[config.mk]
export PLATFORM = sky130hd
export DESIGN_NAME = resource_lock_table
export DESIGN_NICKNAME = d
export VERILOG_FILES = /design/src/sv/rlt_pkg.sv /design/src/sv/rlt_store.sv /design/src/sv/resource_lock_table.sv
export VERILOG_INCLUDE_DIRS = /design/src /design/src/sv
export SDC_FILE = /design/constraint.sdc
export NUM_CORES = 2
export LEC_CHECK = 0
export BUFFER_PORTS_ARGS = -buffer_cell sky130_fd_sc_hd__clkbuf_2
export CAP_MARGIN = 20
export CORE_AREA = 2 2 298 300
export CTS_BUF_LIST = sky130_fd_sc_hd__clkbuf_16
export DETAILED_ROUTE_END_ITERATION = 7
export DIE_AREA = 0 0 300 302
export PLACE_DENSITY = 0.93
export SYNTH_ARGS = -nofsm -noshare
export SYNTH_HDL_FRONTEND = slang
export SYNTH_SLANG_ARGS = --single-unit
[constraint.sdc]
create_clock -name clk -period 11.1 [get_ports clk]
set_input_delay 1.11 -clock clk [delete_from_list [all_inputs] [get_ports clk]]
set_output_delay 1.11 -clock clk [all_outputs]
set_load 0.01 [all_outputs]
[src/sv/assert_macros.svh]
// Assertion macros for the resource lock table, included by its top-level RTL file.
`ifndef ASSERT_MACROS_SVH
`define ASSERT_MACROS_SVH

// Same-cycle implication, checked at every rising clock edge outside reset.
`define ASSERT_IMPLY(label, clk, rst, pre, post, msg) \
  label: assert property (@(posedge clk) disable iff (rst) (pre) |-> (post)) else $error(msg);

// Next-cycle implication, checked at every rising clock edge outside reset.
`define ASSERT_NEXT(label, clk, rst, pre, post, msg) \
  label: assert property (@(posedge clk) disable iff (rst) (pre) |=> (post)) else $error(msg);

`endif

[src/sv/rlt_pkg.sv]
// Package of shared types, codes and default sizes for the resource lock table.
package rlt_pkg;

  localparam int DEF_TABLE_DEPTH = 32;
  localparam int DEF_KEY_BITS    = 32;
  localparam int DEF_USER_BITS   = 8;

  typedef logic [1:0] func_t;
  localparam func_t FUNC_REGISTER = 2'd0;
  localparam func_t FUNC_LOCK     = 2'd1;
  localparam func_t FUNC_UNLOCK   = 2'd2;
  localparam func_t FUNC_DELETE   = 2'd3;

  typedef logic [2:0] event_t;
  localparam event_t EV_INSERTED   = 3'd0;
  localparam event_t EV_GRANTED    = 3'd1;
  localparam event_t EV_DENIED     = 3'd2;
  localparam event_t EV_NOT_FOUND  = 3'd3;
  localparam event_t EV_TABLE_FULL = 3'd4;
  localparam event_t EV_DELETED    = 3'd5;
  localparam event_t EV_DONE       = 3'd6;

  // Strobes from the controller to the entry store.
  typedef struct packed {
    logic rd_en;
    logic key_we;
    logic owner_we;
  } mem_ctl_t;

endpackage

[src/sv/rlt_store.sv]
// Entry store: key and owner memories with one write port and a registered read port.
module rlt_store #(
  parameter int TABLE_DEPTH = rlt_pkg::DEF_TABLE_DEPTH,
  parameter int KEY_BITS    = rlt_pkg::DEF_KEY_BITS,
  parameter int USER_BITS   = rlt_pkg::DEF_USER_BITS
) (
  input  logic                           clk,
  input  rlt_pkg::mem_ctl_t              ctl,
  input  logic [$clog2(TABLE_DEPTH)-1:0] rd_addr,
  input  logic [$clog2(TABLE_DEPTH)-1:0] wr_addr,
  input  logic [KEY_BITS-1:0]            wr_key,
  input  logic [USER_BITS-1:0]           wr_owner,
  output logic [KEY_BITS-1:0]            rd_key,
  output logic [USER_BITS-1:0]           rd_owner
);

  logic [KEY_BITS-1:0]  key_mem   [TABLE_DEPTH];
  logic [USER_BITS-1:0] owner_mem [TABLE_DEPTH];

  always_ff @(posedge clk) begin
    if (ctl.key_we) begin
      key_mem[wr_addr] <= wr_key;
    end
    if (ctl.owner_we) begin
      owner_mem[wr_addr] <= wr_owner;
    end
  end

  // The controller never reads the entry it writes in the same cycle.
  always_ff @(posedge clk) begin
    if (ctl.rd_en) begin
      rd_key   <= key_mem[rd_addr];
      rd_owner <= owner_mem[rd_addr];
    end
  end

endmodule

[src/sv/resource_lock_table.sv]
// Top level of the resource lock table: command sequencer around the entry store.
//
// A command transaction is taken at a rising clock edge where start is high and busy is
// low; func, resource_key and user_code are sampled at that edge. Commands are register
// (insert a key or overwrite its owner), lock (grant a key with no owner), unlock (release
// every entry of a user) and delete (remove every entry of a user, one deleted event per
// key in ascending key order, then a done event).
// Each result is shown for exactly one cycle with event_strobe high, together with
// event_res, event_key and last; the receiver cannot stall, so nothing is held back.
// Each pass walks the whole table through the key and owner memories, one entry per
// cycle, the read data coming from the registered read port of the store.
// Register and lock make one pass and show their single result; the next command can be
// taken in the cycle in which that result is shown. Unlock makes one pass and gives no
// result. Delete of a user with n entries makes n + 1 passes, each but the last ending
// in a deleted event and the last pass ending in done.
// Reset clears the valid bit of every entry at once; no clearing pass is needed and the
// block can take a command in the first cycle after reset.
module resource_lock_table #(
  parameter int TABLE_DEPTH = rlt_pkg::DEF_TABLE_DEPTH,
  parameter int KEY_BITS    = rlt_pkg::DEF_KEY_BITS,
  parameter int USER_BITS   = rlt_pkg::DEF_USER_BITS
) (
  input  logic                 clk,
  input  logic                 rst,
  input  logic                 start,
  output logic                 busy,
  input  rlt_pkg::func_t       func,
  input  logic [KEY_BITS-1:0]  resource_key,
  input  logic [USER_BITS-1:0] user_code,
  output logic                 event_strobe,
  output rlt_pkg::event_t      event_res,
  output logic [KEY_BITS-1:0]  event_key,
  output logic                 last
);

`include "assert_macros.svh"

  localparam int IDX_W = $clog2(TABLE_DEPTH);
  localparam logic [IDX_W-1:0] LAST_IDX = IDX_W'(TABLE_DEPTH - 1);

  // Sequencer states.
  localparam logic [1:0] ST_IDLE   = 2'd0;
  localparam logic [1:0] ST_SCAN   = 2'd1;
  localparam logic [1:0] ST_FINISH = 2'd2;

  logic [1:0] state;

  // Latched command.
  rlt_pkg::func_t       cmd_func;
  logic [KEY_BITS-1:0]  cmd_key;
  logic [USER_BITS-1:0] cmd_user;

  // Valid bit of every entry, held in flip-flops so reset clears them at once.
  logic [TABLE_DEPTH-1:0] valid;

  // Scan pointers: rd_idx issues reads, chk_idx tags the data now coming back.
  logic [IDX_W-1:0] rd_idx;
  logic             rd_active;
  logic [IDX_W-1:0] chk_idx;
  logic             chk_vld;

  // What the scan has found so far. For delete, the match is the owned entry with the
  // smallest key seen in this pass.
  logic                 match_found;
  logic [IDX_W-1:0]     match_idx;
  logic [USER_BITS-1:0] match_owner;
  logic [KEY_BITS-1:0]  best_key;
  logic                 free_found;
  logic [IDX_W-1:0]     free_idx;

  // Store interface.
  rlt_pkg::mem_ctl_t    mem_ctl;
  logic [IDX_W-1:0]     wr_addr;
  logic [KEY_BITS-1:0]  wr_key;
  logic [USER_BITS-1:0] wr_owner;
  logic [KEY_BITS-1:0]  rd_key;
  logic [USER_BITS-1:0] rd_owner;

  logic accept;
  logic ent_valid;
  logic key_hit;
  logic own_hit;
  logic reg_finish;

  assign busy   = (state != ST_IDLE);
  assign accept = start && !busy;

  assign ent_valid = valid[chk_idx];
  assign key_hit   = ent_valid && (rd_key == cmd_key);
  assign own_hit   = ent_valid && (rd_owner == cmd_user);

  // Finish cycle of a register command, the only place a key is written.
  assign reg_finish = (state == ST_FINISH) && (cmd_func == rlt_pkg::FUNC_REGISTER);

  rlt_store #(
    .TABLE_DEPTH (TABLE_DEPTH),
    .KEY_BITS    (KEY_BITS),
    .USER_BITS   (USER_BITS)
  ) u_store (
    .clk      (clk),
    .ctl      (mem_ctl),
    .rd_addr  (rd_idx),
    .wr_addr  (wr_addr),
    .wr_key   (wr_key),
    .wr_owner (wr_owner),
    .rd_key   (rd_key),
    .rd_owner (rd_owner)
  );

  // Write port. During an unlock scan the owner of each owned entry is cleared as its data
  // returns; the read pointer is already past that entry, so no access overlaps it. The
  // closing write of register and lock lands in the finish cycle, before any new read.
  always_comb begin
    mem_ctl.rd_en    = (state == ST_SCAN) && rd_active;
    mem_ctl.key_we   = 1'b0;
    mem_ctl.owner_we = 1'b0;
    wr_addr          = chk_idx;
    wr_key           = cmd_key;
    wr_owner         = '0;
    if (state == ST_SCAN) begin
      if (chk_vld && (cmd_func == rlt_pkg::FUNC_UNLOCK) && own_hit) begin
        mem_ctl.owner_we = 1'b1;
      end
    end else if (state == ST_FINISH) begin
      wr_owner = cmd_user;
      unique case (cmd_func)
        rlt_pkg::FUNC_REGISTER: begin
          if (match_found) begin
            mem_ctl.owner_we = 1'b1;
            wr_addr          = match_idx;
          end else if (free_found) begin
            mem_ctl.key_we   = 1'b1;
            mem_ctl.owner_we = 1'b1;
            wr_addr          = free_idx;
          end
        end
        rlt_pkg::FUNC_LOCK: begin
          if (match_found && (match_owner == '0)) begin
            mem_ctl.owner_we = 1'b1;
            wr_addr          = match_idx;
          end
        end
        default: begin
        end
      endcase
    end
  end

  // Sequencer, scan bookkeeping and valid bits.
  always_ff @(posedge clk) begin
    if (rst) begin
      state       <= ST_IDLE;
      valid       <= '0;
      rd_active   <= 1'b0;
      chk_vld     <= 1'b0;
      match_found <= 1'b0;
      free_found  <= 1'b0;
    end else begin
      unique case (state)
        ST_IDLE: begin
          if (accept) begin
            state       <= ST_SCAN;
            rd_idx      <= '0;
            rd_active   <= 1'b1;
            chk_vld     <= 1'b0;
            match_found <= 1'b0;
            free_found  <= 1'b0;
          end
        end
        ST_SCAN: begin
          chk_vld <= mem_ctl.rd_en;
          chk_idx <= rd_idx;
          if (rd_active) begin
            rd_idx <= rd_idx + 1'b1;
            if (rd_idx == LAST_IDX) begin
              rd_active <= 1'b0;
            end
          end
          if (chk_vld) begin
            unique case (cmd_func)
              rlt_pkg::FUNC_REGISTER: begin
                if (key_hit) begin
                  match_found <= 1'b1;
                  match_idx   <= chk_idx;
                end
                if (!ent_valid && !free_found) begin
                  free_found <= 1'b1;
                  free_idx   <= chk_idx;
                end
              end
              rlt_pkg::FUNC_LOCK: begin
                if (key_hit) begin
                  match_found <= 1'b1;
                  match_idx   <= chk_idx;
                  match_owner <= rd_owner;
                end
              end
              rlt_pkg::FUNC_DELETE: begin
                if (own_hit && (!match_found || (rd_key < best_key))) begin
                  match_found <= 1'b1;
                  match_idx   <= chk_idx;
                  best_key    <= rd_key;
                end
              end
              default: begin
              end
            endcase
            if (chk_idx == LAST_IDX) begin
              state <= ST_FINISH;
            end
          end
        end
        ST_FINISH: begin
          state <= ST_IDLE;
          if (cmd_func == rlt_pkg::FUNC_REGISTER) begin
            if (!match_found && free_found) begin
              valid[free_idx] <= 1'b1;
            end
          end else if (cmd_func == rlt_pkg::FUNC_DELETE) begin
            if (match_found) begin
              // Remove the smallest owned key and walk the table again.
              valid[match_idx] <= 1'b0;
              state            <= ST_SCAN;
              rd_idx           <= '0;
              rd_active        <= 1'b1;
              chk_vld          <= 1'b0;
              match_found      <= 1'b0;
            end
          end
        end
        default: begin
          state <= ST_IDLE;
        end
      endcase
    end
  end

  // Command latch.
  always_ff @(posedge clk) begin
    if (accept) begin
      cmd_func <= func;
      cmd_key  <= resource_key;
      cmd_user <= user_code;
    end
  end

  // Result register: one result per finish cycle of register, lock or delete, shown in the following cycle.
  always_ff @(posedge clk) begin
    if (rst) begin
      event_strobe <= 1'b0;
    end else begin
      event_strobe <= (state == ST_FINISH) && (cmd_func != rlt_pkg::FUNC_UNLOCK);
    end
  end

  always_ff @(posedge clk) begin
    if (state == ST_FINISH) begin
      event_key <= cmd_key;
      last      <= 1'b1;
      unique case (cmd_func)
        rlt_pkg::FUNC_REGISTER: begin
          event_res <= (match_found || free_found) ? rlt_pkg::EV_INSERTED
                                                   : rlt_pkg::EV_TABLE_FULL;
        end
        rlt_pkg::FUNC_LOCK: begin
          if (!match_found) begin
            event_res <= rlt_pkg::EV_NOT_FOUND;
          end else if (match_owner == '0) begin
            event_res <= rlt_pkg::EV_GRANTED;
          end else begin
            event_res <= rlt_pkg::EV_DENIED;
          end
        end
        rlt_pkg::FUNC_DELETE: begin
          if (match_found) begin
            event_res <= rlt_pkg::EV_DELETED;
            event_key <= best_key;
            last      <= 1'b0;
          end else begin
            event_res <= rlt_pkg::EV_DONE;
            event_key <= '0;
          end
        end
        default: begin
          event_res <= rlt_pkg::EV_DONE;
        end
      endcase
    end
  end

  `ASSERT_NEXT(a_accept_scan, clk, rst, accept, state == ST_SCAN, "command not started")
  `ASSERT_IMPLY(a_mid_scan, clk, rst, event_strobe && !last, state == ST_SCAN, "scan expected")
  `ASSERT_IMPLY(a_last_idle, clk, rst, event_strobe && last, !busy, "busy after last")
  `ASSERT_IMPLY(a_data_in_scan, clk, rst, chk_vld, state == ST_SCAN, "data outside scan")
  `ASSERT_IMPLY(a_key_write, clk, rst, mem_ctl.key_we, reg_finish, "stray key write")

endmodule

==> summary.md <==
| Metric | Value |
|---|---|
| Status | complete, but fails checks |
| Failing checks | design-rule violations |
| Antenna violations before repair | 8 |
| CP endpoint | u_store.owner_mem[20][0] |
| Reg area | ~45,000 sq um |
| Synth Area in XOR/XNOR | 0.00634 |
| Drt total wl | around 180 mm |
| Relative slew margins | 0.0569 |
| CTS Hold Bufs | 0 |
| Ys flop type | edfxtp_1 |
| H-tree depth | 4 |
| Crit end category | flip-flop |
| Max Clk Rate | just over 200 MHz |
| Combinational Power Share | 0.040 |
| Switching portion of total power | 0.222 |
| Crit path cell chain | or3b_1 -> o22ai_1 -> nor3_1 -> a32o_1 -> nor4_1 -> o211ai_1 -> nor2_1 |
| Initial Util | 0.663 |
| Cts repair resizes | 0 |
| Post-synthesis mux area share | 0.166 |
| Max-cap check violation count | 0 |
| Max incr delay on CP | around 1.1 ns |
| Fin crit period | just under 5 ns |
| Pint | around 9.3 mW |
| I/O Pins | between 80 and 90 |
| Largest family of logic cells by synthesized area | multiplexers |
| IO buf count | 82 |
| Worst IR Drop VDD | between 0.0002 and 0.00025 V |
| Congestion Overflow GR | 0 |
| Clk pin slew, worst setup/hold paths | about 0.06 ns |
| Sequential Power Share | 0.524 |
| Largest net degree at the start of global routing | a little under 200 |
| Crit path depth | 7 |
| Setup bufs post-CTS | 0 |
| Startpoint Class | flip-flop |
| CTS tree | yes |
| Area of the multi-input gates | approximately 13,000 sq um |
| Gpl congestion | between 0.9 and 1 |
| Layout fillers | 4,144 |
| Synth unique cells | slightly below 60 |
| Vias | between 30,000 and 40,000 |
| Worst r2r src | chk_idx[0] |
| YS warnings | 0 |
| Clk buf depth | 3 |
| Die height | 302 um |
| Post-Synth Simple-Gate Area | 0.0257 |
| Fin Setup TNS | 0 ns |
| First-pass GRT wire length | 249 mm |
| CTS root buffer | clkbuf_16 |
| Total CTS buffers | about 140 |
| Layout cells sized above 1 | 0.294 |
| DR pass1 iterations | 8 |
| WP buf/inv | 0 |
| RSZ-0062 raised after global routing | false |
| Adder-cell share of the synthesized area | 0.00711 |
| Syn avg cell area | around 22 sq um |
| CP max stage cell | nor2_1 |
| CP Class | flip-flop to flip-flop |
| FFs w/ async S/R, synth | 0 |
| Yosys reg bits | approximately 1,500 |
| Leakage | 20.3 nW |
| Final Hold Violating Endpoints | 0 |
| R2R cell count | 7 |
| Final period util | 0.440 |
| Worst skew pair latency | 0.80 ns |
| Worst Hold Class | flip-flop to flip-flop |
| Power Dens Cells | roughly 180 nW/um^2 |
| Fin Clk Skew | about 0.053 ns |
| Crit path DAT | 5.27 ns |
| Die area | 90,600 sq um |
| Clock share of power | 0.436 |
| Sequential area share after synthesis | 0.768 |
| FP Rows | 109 |
| Clk sink count | 1,497 |
| Nets | 2,937 |
| Syn Nets | 2,752 |
| CORE AREA | about 88,000 sq um |
| NetSw | 2.64 mW |
| Post-DP HPWL | 84.0 mm |
| DRC | 50 |
| Cell family with most CP delay | simple AND/OR/NAND/NOR gates |
| Vias per Instance | 7.93 |
| Crit path from | chk_idx[0] |
| Synth Instances | 2,674 |
| Slew Viols, Final | 0 |
| Post-synth EDFFs | ~1,500 |
| R2R setup slack | between 6 and 7 ns |
| Worst r2r dst | u_store.owner_mem[20][0] |
| CP max FO | 15 |
| Final ANT Viol Nets | 0 |
| Worst slew pin tran | 1.41 ns |
| Req. time, crit path | 11.48 ns |
| Initial DRC Count | 6,880 |
| Vias in the first global route | approximately 32,000 |
| Post-synthesis compound-gate area fraction | 0.0161 |
| Area Growth Syn to Fin | 12.9% |
| Tot GR Track Use | 0.405 |
| Detailed-route wire length per cell | around 44 um |
| Die Wd | 300 um |
| Hold slack | around 0.49 ns |
| Setup violators final | 0 |
| Synthesized area | between 50,000 and 60,000 sq um |
## layer usage
| layer | vias up | share of wire | track usage |
|---|---|---|---|
| li1 | 11500 | - | - |
| met1 | 16300 | 0.30 | 0.512 |
| met2 | 4105 | 0.47 | 0.633 |
| met3 | 1033 | 0.15 | 0.113 |
| met4 | 10 | 0.086 | 0.257 |
| met5 | - | 0.00036 | 0 |
## placed cells by master, fill, tap and decap left out, drive strengths merged, types with 7 or more instances in the layout
| cell type | count |
|---|---|
| nor3 | 14 |
| mux2 | 40 |
| inv | 72 |
| nand2b | 8 |
| dfxtp | 39 |
| clkinvlp | 8 |
| xor2 | 36 |
| and2 | 14 |
| bufinv | 19 |
| nand3 | 12 |
| o21ai | 77 |
| nor4 | 11 |
| nand4 | 7 |
| nand3b | 9 |
| a21oi | 47 |
| clkinv | 60 |
| ha | 33 |
| nor2 | 94 |
| edfxtp | 1458 |
| mux2i | 9 |
| clkbuf | 231 |
| mux4 | 404 |
| nand2 | 122 |
| buf | 84 |
## synth_stat cells (3+ instances only)
master	number	share of area
nand2b_1	8	0.00086
nand3b_1	9	0.0012
a21oi_1	47	0.0041
nor2_1	94	0.0061
buf_2	4	0.00034
o21ai_0	74	0.0064
nand3_1	12	0.0010
nor2b_1	6	0.00065
buf_1	28	0.0018
ha_1	33	0.0071
nor4_1	11	0.0012
mux2i_1	9	0.0016
inv_1	38	0.0025
xnor2_1	6	0.00091
xor2_1	36	0.0054
nand2_1	122	0.0079
o21a_1	3	0.00039
a222oi_1	3	0.00052
a211oi_1	5	0.00065
or2_2	3	0.00032
nand4_1	7	0.00075
o211ai_1	4	0.00052
mux4_2	404	0.16
clkbuf_1	97	0.0063
nor3b_1	6	0.00078
or3_1	3	0.00032
mux2_2	40	0.0078
dfxtp_1	39	0.013
edfxtp_1	1458	0.75
and2_1	14	0.0015
nor3_1	14	0.0012
## power groups by stage
stage | clock, mW | combinational [mW] | sequential [mW]
2_1_floorplan | 0 | 0.268 | 6.37
3_3_place_gp | 0 | 0.385 | 6.37
3_5_place_dp | 0 | 0.415 | 6.38
4_1_cts | 5.17 | 0.436 | 6.26
5_1_grt | 5.36 | 0.486 | 6.25
6_report | 5.20 | 0.475 | 6.25
## sequential cells by signal, indices dropped and copies added (netlist names), 8 cells and up
signal and count:
u_store.key_mem 1024, u_store.owner_mem 256, best_key 32, cmd_key 32
event_key 32, u_store.rd_key 32, valid 32, cmd_user 8
match_owner 8, u_store.rd_owner 8
## cell type report
cell class | count | share of cell area
well taps | 1165 | 0.0222
multi-input cells | 1009 | 0.200
inverters | 38 | 0.00218
clock inverters | 121 | 0.0189
diodes | 3 | 0.000115
clock buffers | 146 | 0.0557
repair buffers | 169 | 0.0210
flip-flops and latches | 1497 | 0.680
## logic make-up (layout without fill, tap and decap cells)
logic type / Yosys count / after routing
adders and majority gates: 33 / 33
DFF: 1497 / 1497
and+or+nand+nor: 322 / 322
buffers and inverters: 168 / 474
other: 0 / 3
muxes: 453 / 453
xor gates and xnor gates: 42 / 42
AOI/OAI and AO/OA: 159 / 159
## worst reg2reg max path, delay by kind of cell, from the launching register on
family | cells | cell delay, ns
DFF | 1 | 0.75
and+or+nand+nor | 4 | 2.61
AOI/OAI and AO/OA | 3 | 1.11
## worst min-delay path by stage
stage                          start          end  slack [ns]  depth (start not counted)
floorplan                  rd_idx[3]   chk_idx[3]        0.42                          0
global placement            valid[9]     valid[9]        0.46                          2
detailed placement         valid[21]    valid[21]        0.47                          2
CTS                 resource_key[22]  cmd_key[22]        0.48                          1
global route         resource_key[8]   cmd_key[8]        0.49                          1
finish                     valid[22]    valid[22]        0.49                          2
## through the flow
stage / worst slack (ns) / cells / cell area (sq um) / power (mW) / util
global placement: 6.93 / 3859 / 60200 / 6.76 / 0.688
detailed placement: 6.64 / 3861 / 60200 / 6.79 / 0.688
finish: 6.22 / 4148 / 65500 / 11.9 / 0.749
CTS: 6.48 / 4128 / 65100 / 11.9 / 0.744
floorplan: 6.87 / 2674 / 58000 / 6.64 / -
global route: 6.15 / 4145 / 65500 / 12.1 / 0.748
(Power assumes the default switching activity.)
